File: src/gbe_pkg.sv
// ----------------------------------------------------------------------------
// gbe_pkg
// Shared types, codes and constants of the gap buffer engine.
// ----------------------------------------------------------------------------
package gbe_pkg;

   localparam int GBE_CAPACITY = 1024;

   localparam int GBE_OP_W     = 3;
   localparam int GBE_DATA_W   = 8;
   localparam int GBE_AMT_W    = 10;
   localparam int GBE_STATUS_W = 2;
   localparam int GBE_LEN_W    = 10;
   localparam int GBE_CUR_W    = 10;

   // operation codes
   localparam logic [GBE_OP_W-1:0] OP_INSERT     = 3'd0;
   localparam logic [GBE_OP_W-1:0] OP_MOVE_FWD   = 3'd1;
   localparam logic [GBE_OP_W-1:0] OP_MOVE_BACK  = 3'd2;
   localparam logic [GBE_OP_W-1:0] OP_ERASE_FWD  = 3'd3;
   localparam logic [GBE_OP_W-1:0] OP_ERASE_BACK = 3'd4;
   localparam logic [GBE_OP_W-1:0] OP_READ_NEXT  = 3'd5;
   localparam logic [GBE_OP_W-1:0] OP_READ_PREV  = 3'd6;
   localparam logic [GBE_OP_W-1:0] OP_CLEAR      = 3'd7;

   // response status codes
   localparam logic [GBE_STATUS_W-1:0] ST_OK    = 2'd0;
   localparam logic [GBE_STATUS_W-1:0] ST_RANGE = 2'd1;
   localparam logic [GBE_STATUS_W-1:0] ST_FULL  = 2'd2;

   // gap pointer update codes
   localparam logic [2:0] PTR_HOLD  = 3'd0;
   localparam logic [2:0] PTR_INS   = 3'd1;
   localparam logic [2:0] PTR_ERF   = 3'd2;
   localparam logic [2:0] PTR_ERB   = 3'd3;
   localparam logic [2:0] PTR_CLR   = 3'd4;
   localparam logic [2:0] PTR_STEPF = 3'd5;
   localparam logic [2:0] PTR_STEPB = 3'd6;

   typedef struct packed {
      logic [2:0]              ptr_op;
      logic                    dir_fwd;    // copy direction of a move
      logic                    rd_next;    // read source one beyond the current one
      logic                    ram_we;
      logic                    wr_ins;     // write the request byte at the cursor
      logic                    cnt_load;
      logic                    cnt_one;    // load a count of one (reads)
      logic                    cnt_dec;
      logic                    rsp_load;
      logic [GBE_STATUS_W-1:0] rsp_status;
      logic                    rsp_rd;     // return the copied byte
   } gbe_cmd_type;

   typedef struct packed {
      logic full;
      logic fwd_ok;
      logic back_ok;
      logic next_ok;
      logic prev_ok;
      logic amt_zero;
      logic cnt_last;
   } gbe_stat_type;

endpackage

File: src/gbe_ctrl.sv
// ----------------------------------------------------------------------------
// gbe_ctrl
// Controller: request decode, copy sequencing and response handshake.
// ----------------------------------------------------------------------------
module gbe_ctrl
   import gbe_pkg::*;
(
   input  logic                clock,
   input  logic                reset,
   input  logic                req_valid,
   input  logic [GBE_OP_W-1:0] req_op,
   output logic                req_ready,
   output logic                rsp_valid,
   input  logic                rsp_ready,
   input  gbe_stat_type        stat,
   output gbe_cmd_type         cmd
);

   localparam logic ST_IDLE = 1'b0;
   localparam logic ST_MOVE = 1'b1;

   logic state_ff, state_in;
   logic dir_ff, dir_in;
   logic rdop_ff, rdop_in;
   logic rsp_valid_ff, rsp_valid_in;
   logic accept;

   assign req_ready = (state_ff == ST_IDLE) && (!rsp_valid_ff || rsp_ready);
   assign accept    = req_valid && req_ready;

   always_comb begin
      cmd         = '0;
      cmd.dir_fwd = dir_ff;
      state_in    = state_ff;
      dir_in      = dir_ff;
      rdop_in     = rdop_ff;

      unique case (state_ff)
         ST_IDLE: begin
            if (accept) begin
               cmd.rsp_load   = 1'b1;
               cmd.rsp_status = ST_OK;
               unique case (req_op)
                  OP_INSERT: begin
                     if (stat.full) begin
                        cmd.rsp_status = ST_FULL;
                     end else begin
                        cmd.ptr_op = PTR_INS;
                        cmd.ram_we = 1'b1;
                        cmd.wr_ins = 1'b1;
                     end
                  end
                  OP_MOVE_FWD, OP_MOVE_BACK: begin
                     if ((req_op == OP_MOVE_FWD) ? !stat.fwd_ok : !stat.back_ok) begin
                        cmd.rsp_status = ST_RANGE;
                     end else if (!stat.amt_zero) begin
                        // first source byte is read now, copies follow
                        cmd.rsp_load = 1'b0;
                        cmd.cnt_load = 1'b1;
                        cmd.dir_fwd  = (req_op == OP_MOVE_FWD);
                        dir_in       = (req_op == OP_MOVE_FWD);
                        rdop_in      = 1'b0;
                        state_in     = ST_MOVE;
                     end
                  end
                  OP_READ_NEXT, OP_READ_PREV: begin
                     if ((req_op == OP_READ_NEXT) ? !stat.next_ok : !stat.prev_ok) begin
                        cmd.rsp_status = ST_RANGE;
                     end else begin
                        // a read is a one-byte move that returns the byte
                        cmd.rsp_load = 1'b0;
                        cmd.cnt_load = 1'b1;
                        cmd.cnt_one  = 1'b1;
                        cmd.dir_fwd  = (req_op == OP_READ_NEXT);
                        dir_in       = (req_op == OP_READ_NEXT);
                        rdop_in      = 1'b1;
                        state_in     = ST_MOVE;
                     end
                  end
                  OP_ERASE_FWD: begin
                     if (stat.fwd_ok) begin
                        cmd.ptr_op = PTR_ERF;
                     end else begin
                        cmd.rsp_status = ST_RANGE;
                     end
                  end
                  OP_ERASE_BACK: begin
                     if (stat.back_ok) begin
                        cmd.ptr_op = PTR_ERB;
                     end else begin
                        cmd.rsp_status = ST_RANGE;
                     end
                  end
                  OP_CLEAR: begin
                     cmd.ptr_op = PTR_CLR;
                  end
                  default: ;
               endcase
            end
         end
         ST_MOVE: begin
            cmd.ram_we  = 1'b1;
            cmd.ptr_op  = dir_ff ? PTR_STEPF : PTR_STEPB;
            cmd.cnt_dec = 1'b1;
            cmd.rd_next = 1'b1;
            if (stat.cnt_last) begin
               cmd.rsp_load   = 1'b1;
               cmd.rsp_status = ST_OK;
               cmd.rsp_rd     = rdop_ff;
               state_in       = ST_IDLE;
            end
         end
         default: state_in = ST_IDLE;
      endcase
   end

   always_comb begin
      rsp_valid_in = rsp_valid_ff;
      if (cmd.rsp_load) begin
         rsp_valid_in = 1'b1;
      end else if (rsp_ready) begin
         rsp_valid_in = 1'b0;
      end
   end

   always_ff @(posedge clock) begin
      if (reset) begin
         state_ff     <= ST_IDLE;
         dir_ff       <= 1'b0;
         rdop_ff      <= 1'b0;
         rsp_valid_ff <= 1'b0;
      end else begin
         state_ff     <= state_in;
         dir_ff       <= dir_in;
         rdop_ff      <= rdop_in;
         rsp_valid_ff <= rsp_valid_in;
      end
   end

   assign rsp_valid = rsp_valid_ff;

endmodule

File: config.mk
export PLATFORM = sky130hd
export DESIGN_NAME = gbe_ctrl
export DESIGN_NICKNAME = d
export VERILOG_FILES = /design/src/gbe_pkg.sv /design/src/gbe_ctrl.sv
export SDC_FILE = /design/constraint.sdc
export NUM_CORES = 1
export LEC_CHECK = 0
export BUFFER_PORTS_ARGS = -buffer_cell sky130_fd_sc_hd__buf_2
export CORE_AREA = 2 2 39 41
export CTS_CLUSTER_DIAMETER = 80
export CTS_CLUSTER_SIZE = 14
export DETAILED_ROUTE_END_ITERATION = 12
export DIE_AREA = 0 0 41 43
export GPL_ROUTABILITY_DRIVEN = 0
export GPL_TIMING_DRIVEN = 1
export PLACE_DENSITY = 0.7
export SLEW_MARGIN = 15
export SYNTH_ARGS = -nofsm -noshare
export SYNTH_HDL_FRONTEND = slang
export SYNTH_SLANG_ARGS = --single-unit
File: constraint.sdc
create_clock -name clock -period 3.4 [get_ports clock]
set_input_delay 0.68 -clock clock [delete_from_list [all_inputs] [get_ports clock]]
set_output_delay 0.68 -clock clock [all_outputs]
set_load 0.05 [all_outputs]
==> results.yml, run 1 <==
outcome:
  status: "finished clean"
critical_path:
  r2r_start: "state_ff$_SDFF_PP0_"
  crit_arrival_ns: 1.98
  r2r_setup_slack_ns: 2.03
  max_stage_delay_ns: 0.33
  end_kind: "primary output"
  crit_path_max_fanout: 11
  crit_top_cell: "buf_2"
  slowest_stage: "a221o_1"
  crit_required_ns: 2.72
  worstSetupPathType: "in2out"
  cp_cell_sequence: "buf_2 -> nand2b_1 -> o22ai_1 -> a221o_1 -> a22o_1 -> buf_2"
  cp-start-kind: "primary input"
  worst-path-buf-inv: 2
  crit_start: "req_op[0]"
  critPathTopFamily: "compound AO/OA/AOI/OAI gates"
drt:
  vias: 551
  top_layer: "met4"
  wl_met2_microns: 580
  detail_route.iter0.violations: 3
  drc: 0
  viasPerCell: 5.10
  dr.pass1.iters: 4
  wl_met1_microns: 510
  wl_met3_microns: 73
  wl_microns: 1190
  antenna_left: 0
  wl_per_cell_microns: 11.0
logic_synthesis:
  yosysUniqueCellTypes: 33
  synth_area_per_cell_sq_um: 7.39
  syn_area_sq_um: 488
  synthCells: 66
  syn-num-nets: 80
  synth_area_leaders: "dfxtp_1 16%, nor2b_1 6.4%, o21a_1 6.2%, nor2_1 5.4%, o21ai_0 5.1%"
  ys_ff_latch: 4
  yosysTopAreaCellShare_pct: 16.4
  synth_area_leader_cell: "dfxtp_1"
  yosys_warnings: 0
  ys_seq_area_share_pct: 16.4
sta:
  worst_pin_slew_ns: 0.383
  slew_viol_final: 0
  hold_viol: 0
  clock_skew_ns: 0.00118
  setup_viol: 0
  finalCritPeriodShare_pct: 78.3
  rsz0062_at_grt: "no"
  fin_setup_tns_ns: 0
  max_freq_ghz: 0.376
  max_slew_margin_pct: 74.2
  layout_min_cycle_time_ns: 2.66
  fin_ws_ns: 0.738
floorplan:
  dieHeight_microns: 43
  core_sq_um: 1380
  rows: 14
  ios: 30
  start_util_pct: 35.3
  dieArea_sq_um: 1760
  chipWidth_microns: 41
clocking:
  cts_setup_buffers: 0
  h-tree-depth: 1
  hold_buffers: 0
  cts_tree: "built"
  ctsResizeCount: 0
  clkTransAtPathRegs_ns: 0.03
  cts_sinks: 4
  clockBufferDepth: 2
  cts-root-buf: "clkbuf_4"
  clock_latency_ns: 0.23
  cts_inserted_buffers: 3
placed_design:
  pre_cts_slack_ns: 0.775
  port_buffers: 29
  dpl.hpwl_microns: 956
global_routing:
  overflow: 0
  grt_antenna_before_repair: 0
  grt_pass1_vias: 476
  grt_pass1_wl_microns: 1900
  track_usage_pct: 15.8
  grt_max_degree: 12
finish:
  antenna_cells: 0
  drive_above_1_share_pct: 40.2
  layout.nets: 108
  area_delta_synth_final_pct: 29.7
power_and_ir_drop:
  p_leak_uw: 0.000336
  vdd_drop_max_uv: 215
  power_density_nw_per_um2: 319
min_path:
  min_from: "rdop_ff$_SDFFE_PP0P_"
  hp-class: "reg2reg"
job:
  max-cap-violations: 0
## worst paths after layout
kind,endpoint,cells after the start
max,cmd[10],6
min,rdop_ff$_SDFFE_PP0P_,2
max reg2reg,dir_ff$_SDFFE_PP0P_,4
min reg2reg,rdop_ff$_SDFFE_PP0P_,2
## layout make-up
cell class                 count  area [sq um]
clock buffer                   3          22.5
fill                         148           751
inverter                       4          15.0
multi-input combinational     52           350
sequential                     4          80.1
tap                           16          20.0
timing repair buffer          29           145
## synthesized netlist by cell type
cell type,instances
nand3_1,2
nor4b_1,1
a32o_1,1
or2b_1,1
inv_1,4
nand2b_1,2
o21a_1,4
nand3b_4,1
nor3_1,1
a31oi_1,1
a21oi_1,1
buf_6,2
or2_2,1
a32o_2,1
o21ai_0,5
and3_1,1
o311a_1,1
and2_1,1
clkbuf_1,1
dfxtp_1,4
nand2_1,4
o221ai_1,1
a22o_1,1
nor2_1,7
buf_4,3
nand3b_1,1
nor2b_1,5
a221o_1,1
a211o_1,2
and3b_2,1
and3b_1,1
a211oi_1,1
o22ai_1,2
## placed cells by master, fill, tap and decap left out, types with 2 or more instances in the layout
cell type,count
buf_2,29
nor2_1,7
nor2b_1,5
o21ai_0,5
nand2_1,4
inv_1,4
o21a_1,4
dfxtp_1,4
clkbuf_4,3
nand2b_1,2
a211o_1,2
o22ai_1,2
nand3_1,2
## report_power, final
part	internal, uW	total (uW)	switching (uW)
Clock	39.4	57.6	18.2
Combinational	28.2	92.1	64.0
Sequential	49.8	52.1	2.29
## sequential cells by signal (all words and copies together) (netlist names)
register and cells:
state_ff 1, rsp_valid 1, dir_ff 1, rdop_ff 1
## through the flow
stage	hold WS, ns	utilization [%]	cell area, sq um	instances	total power [uW]
finish	0.558	45.8	633	108	202
global route	0.596	45.8	633	108	213
CTS	0.570	45.8	633	108	205
detailed placement	0.559	44.1	611	105	145
global placement	0.543	44.1	611	105	144
floorplan	0.521	-	494	66	126
## tightest hold or removal path, delay by kind of cell (launching register included)
kind            cells  cell delay (ns)
flops               1             0.32
compound gates      2             0.21
## cell families after synthesis
group / share of synthesized area (%)
compound gates: 33.3
buf+inv: 13.1
flops: 16.4
simple gates: 37.2
## layer usage
layer / global-route usage [%] / up-vias
met4: 10.0 / 0
met5: 0 / -
met1: 20.8 / 239
met3: 3.14 / 3
li1: - / 289
met2: 22.5 / 20
Note: power is estimated with default switching activity, not from simulation.
==> inputs of run 2 (changes only) <==
Settings changed: ABC_AREA from default to 1, PLACE_DENSITY 0.7 to 0.73.
Clock period 3.4 ns to 2.55 ns, I/O delays scaled along.
==> run 2 against run 1 <==
Effect of this change: clock skew grew 0.0039 ns; non-clock buffer count is the same; sequential share of layout area shrank 1.3 points; clock power grew 36%; cell count grew 28%; core utilization grew 5.1 points; combinational power grew 64%; count of clock-buffer cells in the layout is the same; sequential cell count is the same; first-iteration DRC count grew to 6.0 times the previous value; largest cell class unchanged.
==> results.yml, run 2 <==
floorplan:
  core_sq_um: 1380
  chipWidth_microns: 41
  ios: 30
  rows: 14
  dieArea_sq_um: 1760
  dieHeight_microns: 43
  start_util_pct: 38.2
logic_synthesis:
  yosysTopAreaCellShare_pct: 17.0
  ys_seq_area_share_pct: 15.1
  synth_area_leader_cell: "nand2_1"
  syn-num-nets: 108
  yosys-top-cells-count: "24 x nand2_1, 14 x inv_1, 10 x nor2_1"
  ys_ff_latch: 4
  synth-edff-count: 0
  synthCells: 94
  synth_area_leaders: "nand2_1 17%, dfxtp_1 15%, inv_1 9.9%, nand3_1 8.5%, nor2_1 7.1%"
  synth_xor_xnor_area_share_pct: 0
  synthMuxAreaShare_pct: 0
  synth_compound_area_share_pct: 8.98
  synthAdderAreaFrac_pct: 0
  yosysUniqueCellTypes: 22
  syn_area_sq_um: 529
  synth-async-reset-ratio_pct: 0
  synthSimpleGateAreaFrac_pct: 56.7
  synth_top_family_by_area: "simple AND/OR/NAND/NOR gates"
  yosysMostFrequentCell: "nand2_1"
  synth_area_per_cell_sq_um: 5.63
  synth-main-ff-cell: "dfxtp_1"
  yosys_warnings: 0
sta:
  max_freq_ghz: 0.464
  layout_min_cycle_time_ns: 2.15
  worst_pin_slew_ns: 0.251
  setup_viol: 0
  rsz0062_at_grt: "no"
  clock_skew_ns: 0.00505
  slew_viol_final: 0
  max_slew_margin_pct: 83.4
  holdWs_ns: 0.467
  finalCritPeriodShare_pct: 84.4
  fin_setup_tns_ns: 0
  hold_viol: 0
min_path:
  hp-class: "in2reg"
  hold_path_depth: 2
finish:
  antenna_cells: 0
  design_area_sq_um: 703
  final_util_pct: 50.8
  regArea_sq_um: 80.1
  layout.nets: 138
  nFillCells: 148
  drive_above_1_share_pct: 41.0
  multiInputGateArea_sq_um: 368
  mostFrequentLayoutCells: "29 x buf_2, 24 x nand2_1, 14 x inv_1, 10 x nor2_1, 9 x nand3_1"
  area_delta_synth_final_pct: 32.9
  layout_commonest_cell: "buf_2"
drt:
  viasPerCell: 4.86
  vias: 670
  wl_microns: 1270
  detail_route.iter0.violations: 18
  wl_per_cell_microns: 9.20
  dr.pass1.iters: 4
  antenna_left: 0
  drc: 0
global_routing:
  grt_max_degree: 9
  grt_antenna_before_repair: 0
  overflow: 0
  grt_pass1_vias: 542
  track_usage_pct: 15.1
  grt_pass1_wl_microns: 1910
power_and_ir_drop:
  vdd_drop_max_uv: 160
  power_density_nw_per_um2: 425
  p_leak_uw: 0.000425
clocking:
  cts_tree: "built"
  h-tree-depth: 1
  clkTransAtPathRegs_ns: 0.04
  cts-root-buf: "clkbuf_4"
  cts_setup_buffers: 0
  cts_inserted_buffers: 3
  clock_latency_ns: 0.23
  hold_buffers: 0
  ctsResizeCount: 0
  cts_sinks: 4
  clockBufferDepth: 2
outcome:
  status: "finished clean"
critical_path:
  slowest_stage: "buf_2"
  worstSetupPathType: "in2out"
  reg2reg_to: "rsp_valid$_SDFFE_PP0P_"
  worst-path-buf-inv: 4
  worst-path-stages: 11
  crit_arrival_ns: 1.64
  cp-start-kind: "primary input"
  end_kind: "primary output"
  max_stage_delay_ns: 0.25
  cp_cell_sequence: "buf_2 -> inv_2 -> nand3_1 -> nand2_1 -> nand2_2 -> nand2_1 -> nand3_1 -> nand2_1 -> nand2_1 -> inv_1 -> buf_2"
  crit_start: "req_op[2]"
  cp-endpoint: "cmd[10]"
  crit_path_max_fanout: 8
  critPathTopFamily: "buffers and inverters"
  r2r_start: "rsp_valid$_SDFFE_PP0P_"
  crit_top_cell: "nand2_1"
  crit_required_ns: 2.04
  worst-r2r-cell-count: 9
  r2r_setup_slack_ns: 1.30
job:
  max-cap-violations: 0
placed_design:
  dpl.hpwl_microns: 1080
  port_buffers: 29
  place_area_sq_um: 681
==> run 2: layer usage <==
metal	GRT usage [%]	vias to the layer above	wire, microns
li1	-	351	-
met1	18.5	286	534
met2	24.7	33	611
met3	1.05	0	124
met4	8.00	0	0
met5	0	-	0
==> run 2: worst min path at each step <==
stage                                     from              endpoint  slack, ns
after floorplan           rdop_ff$_SDFFE_PP0P_  rdop_ff$_SDFFE_PP0P_       0.45
after global placement    rdop_ff$_SDFFE_PP0P_  rdop_ff$_SDFFE_PP0P_       0.47
after detailed placement  rdop_ff$_SDFFE_PP0P_  rdop_ff$_SDFFE_PP0P_       0.50
after CTS                                reset   state_ff$_SDFF_PP0_       0.46
after global routing                     reset   state_ff$_SDFF_PP0_       0.48
final                                    reset   state_ff$_SDFF_PP0_       0.47
==> run 2: cell type report <==
type	instances	area share, %
tap	16	2.85
sequential	4	11.4
inverter	18	9.61
clock buffer	3	3.20
timing repair buffer	29	20.6
multi-input combinational	68	52.3
==> run 2: kinds of logic (layout without fill, tap and decap cells) <==
kind of cell	Yosys count	in the layout
and+or+nand+nor	60	60
buffers and inverters	22	50
AOI/OAI and AO/OA	8	8
DFF	4	4
==> run 2: metrics by stage <==
stage / cells / setup slack, ns / total power (uW)
2_1_floorplan: 94 / -0.0584 / 191
3_3_place_gp: 135 / 0.411 / 220
3_5_place_dp: 135 / 0.390 / 221
4_1_cts: 138 / 0.388 / 301
5_1_grt: 138 / 0.258 / 318
6_report: 138 / 0.397 / 299
==> run 2: report_power, final <==
group / internal (uW) / total, uW / leakage (uW) / switching, uW
clock: 52.6 / 78.2 / 0.0000138 / 25.6
combinational: 38.9 / 151 / 0.000378 / 112
sequential: 67.3 / 69.7 / 0.0000328 / 2.34
total: 159 / 299 / 0.000425 / 140
==> run 2: worst register-to-register path, cell delays in order, from the launching register on <==
cell and delay [ns]:
dfxtp_1 0.32, inv_1 0.04, nor2_1 0.14, nor2_2 0.06, nand2_2 0.17, inv_2 0.12
nand3_1 0.13, nand3_1 0.08, nand2_1 0.06, inv_1 0.03
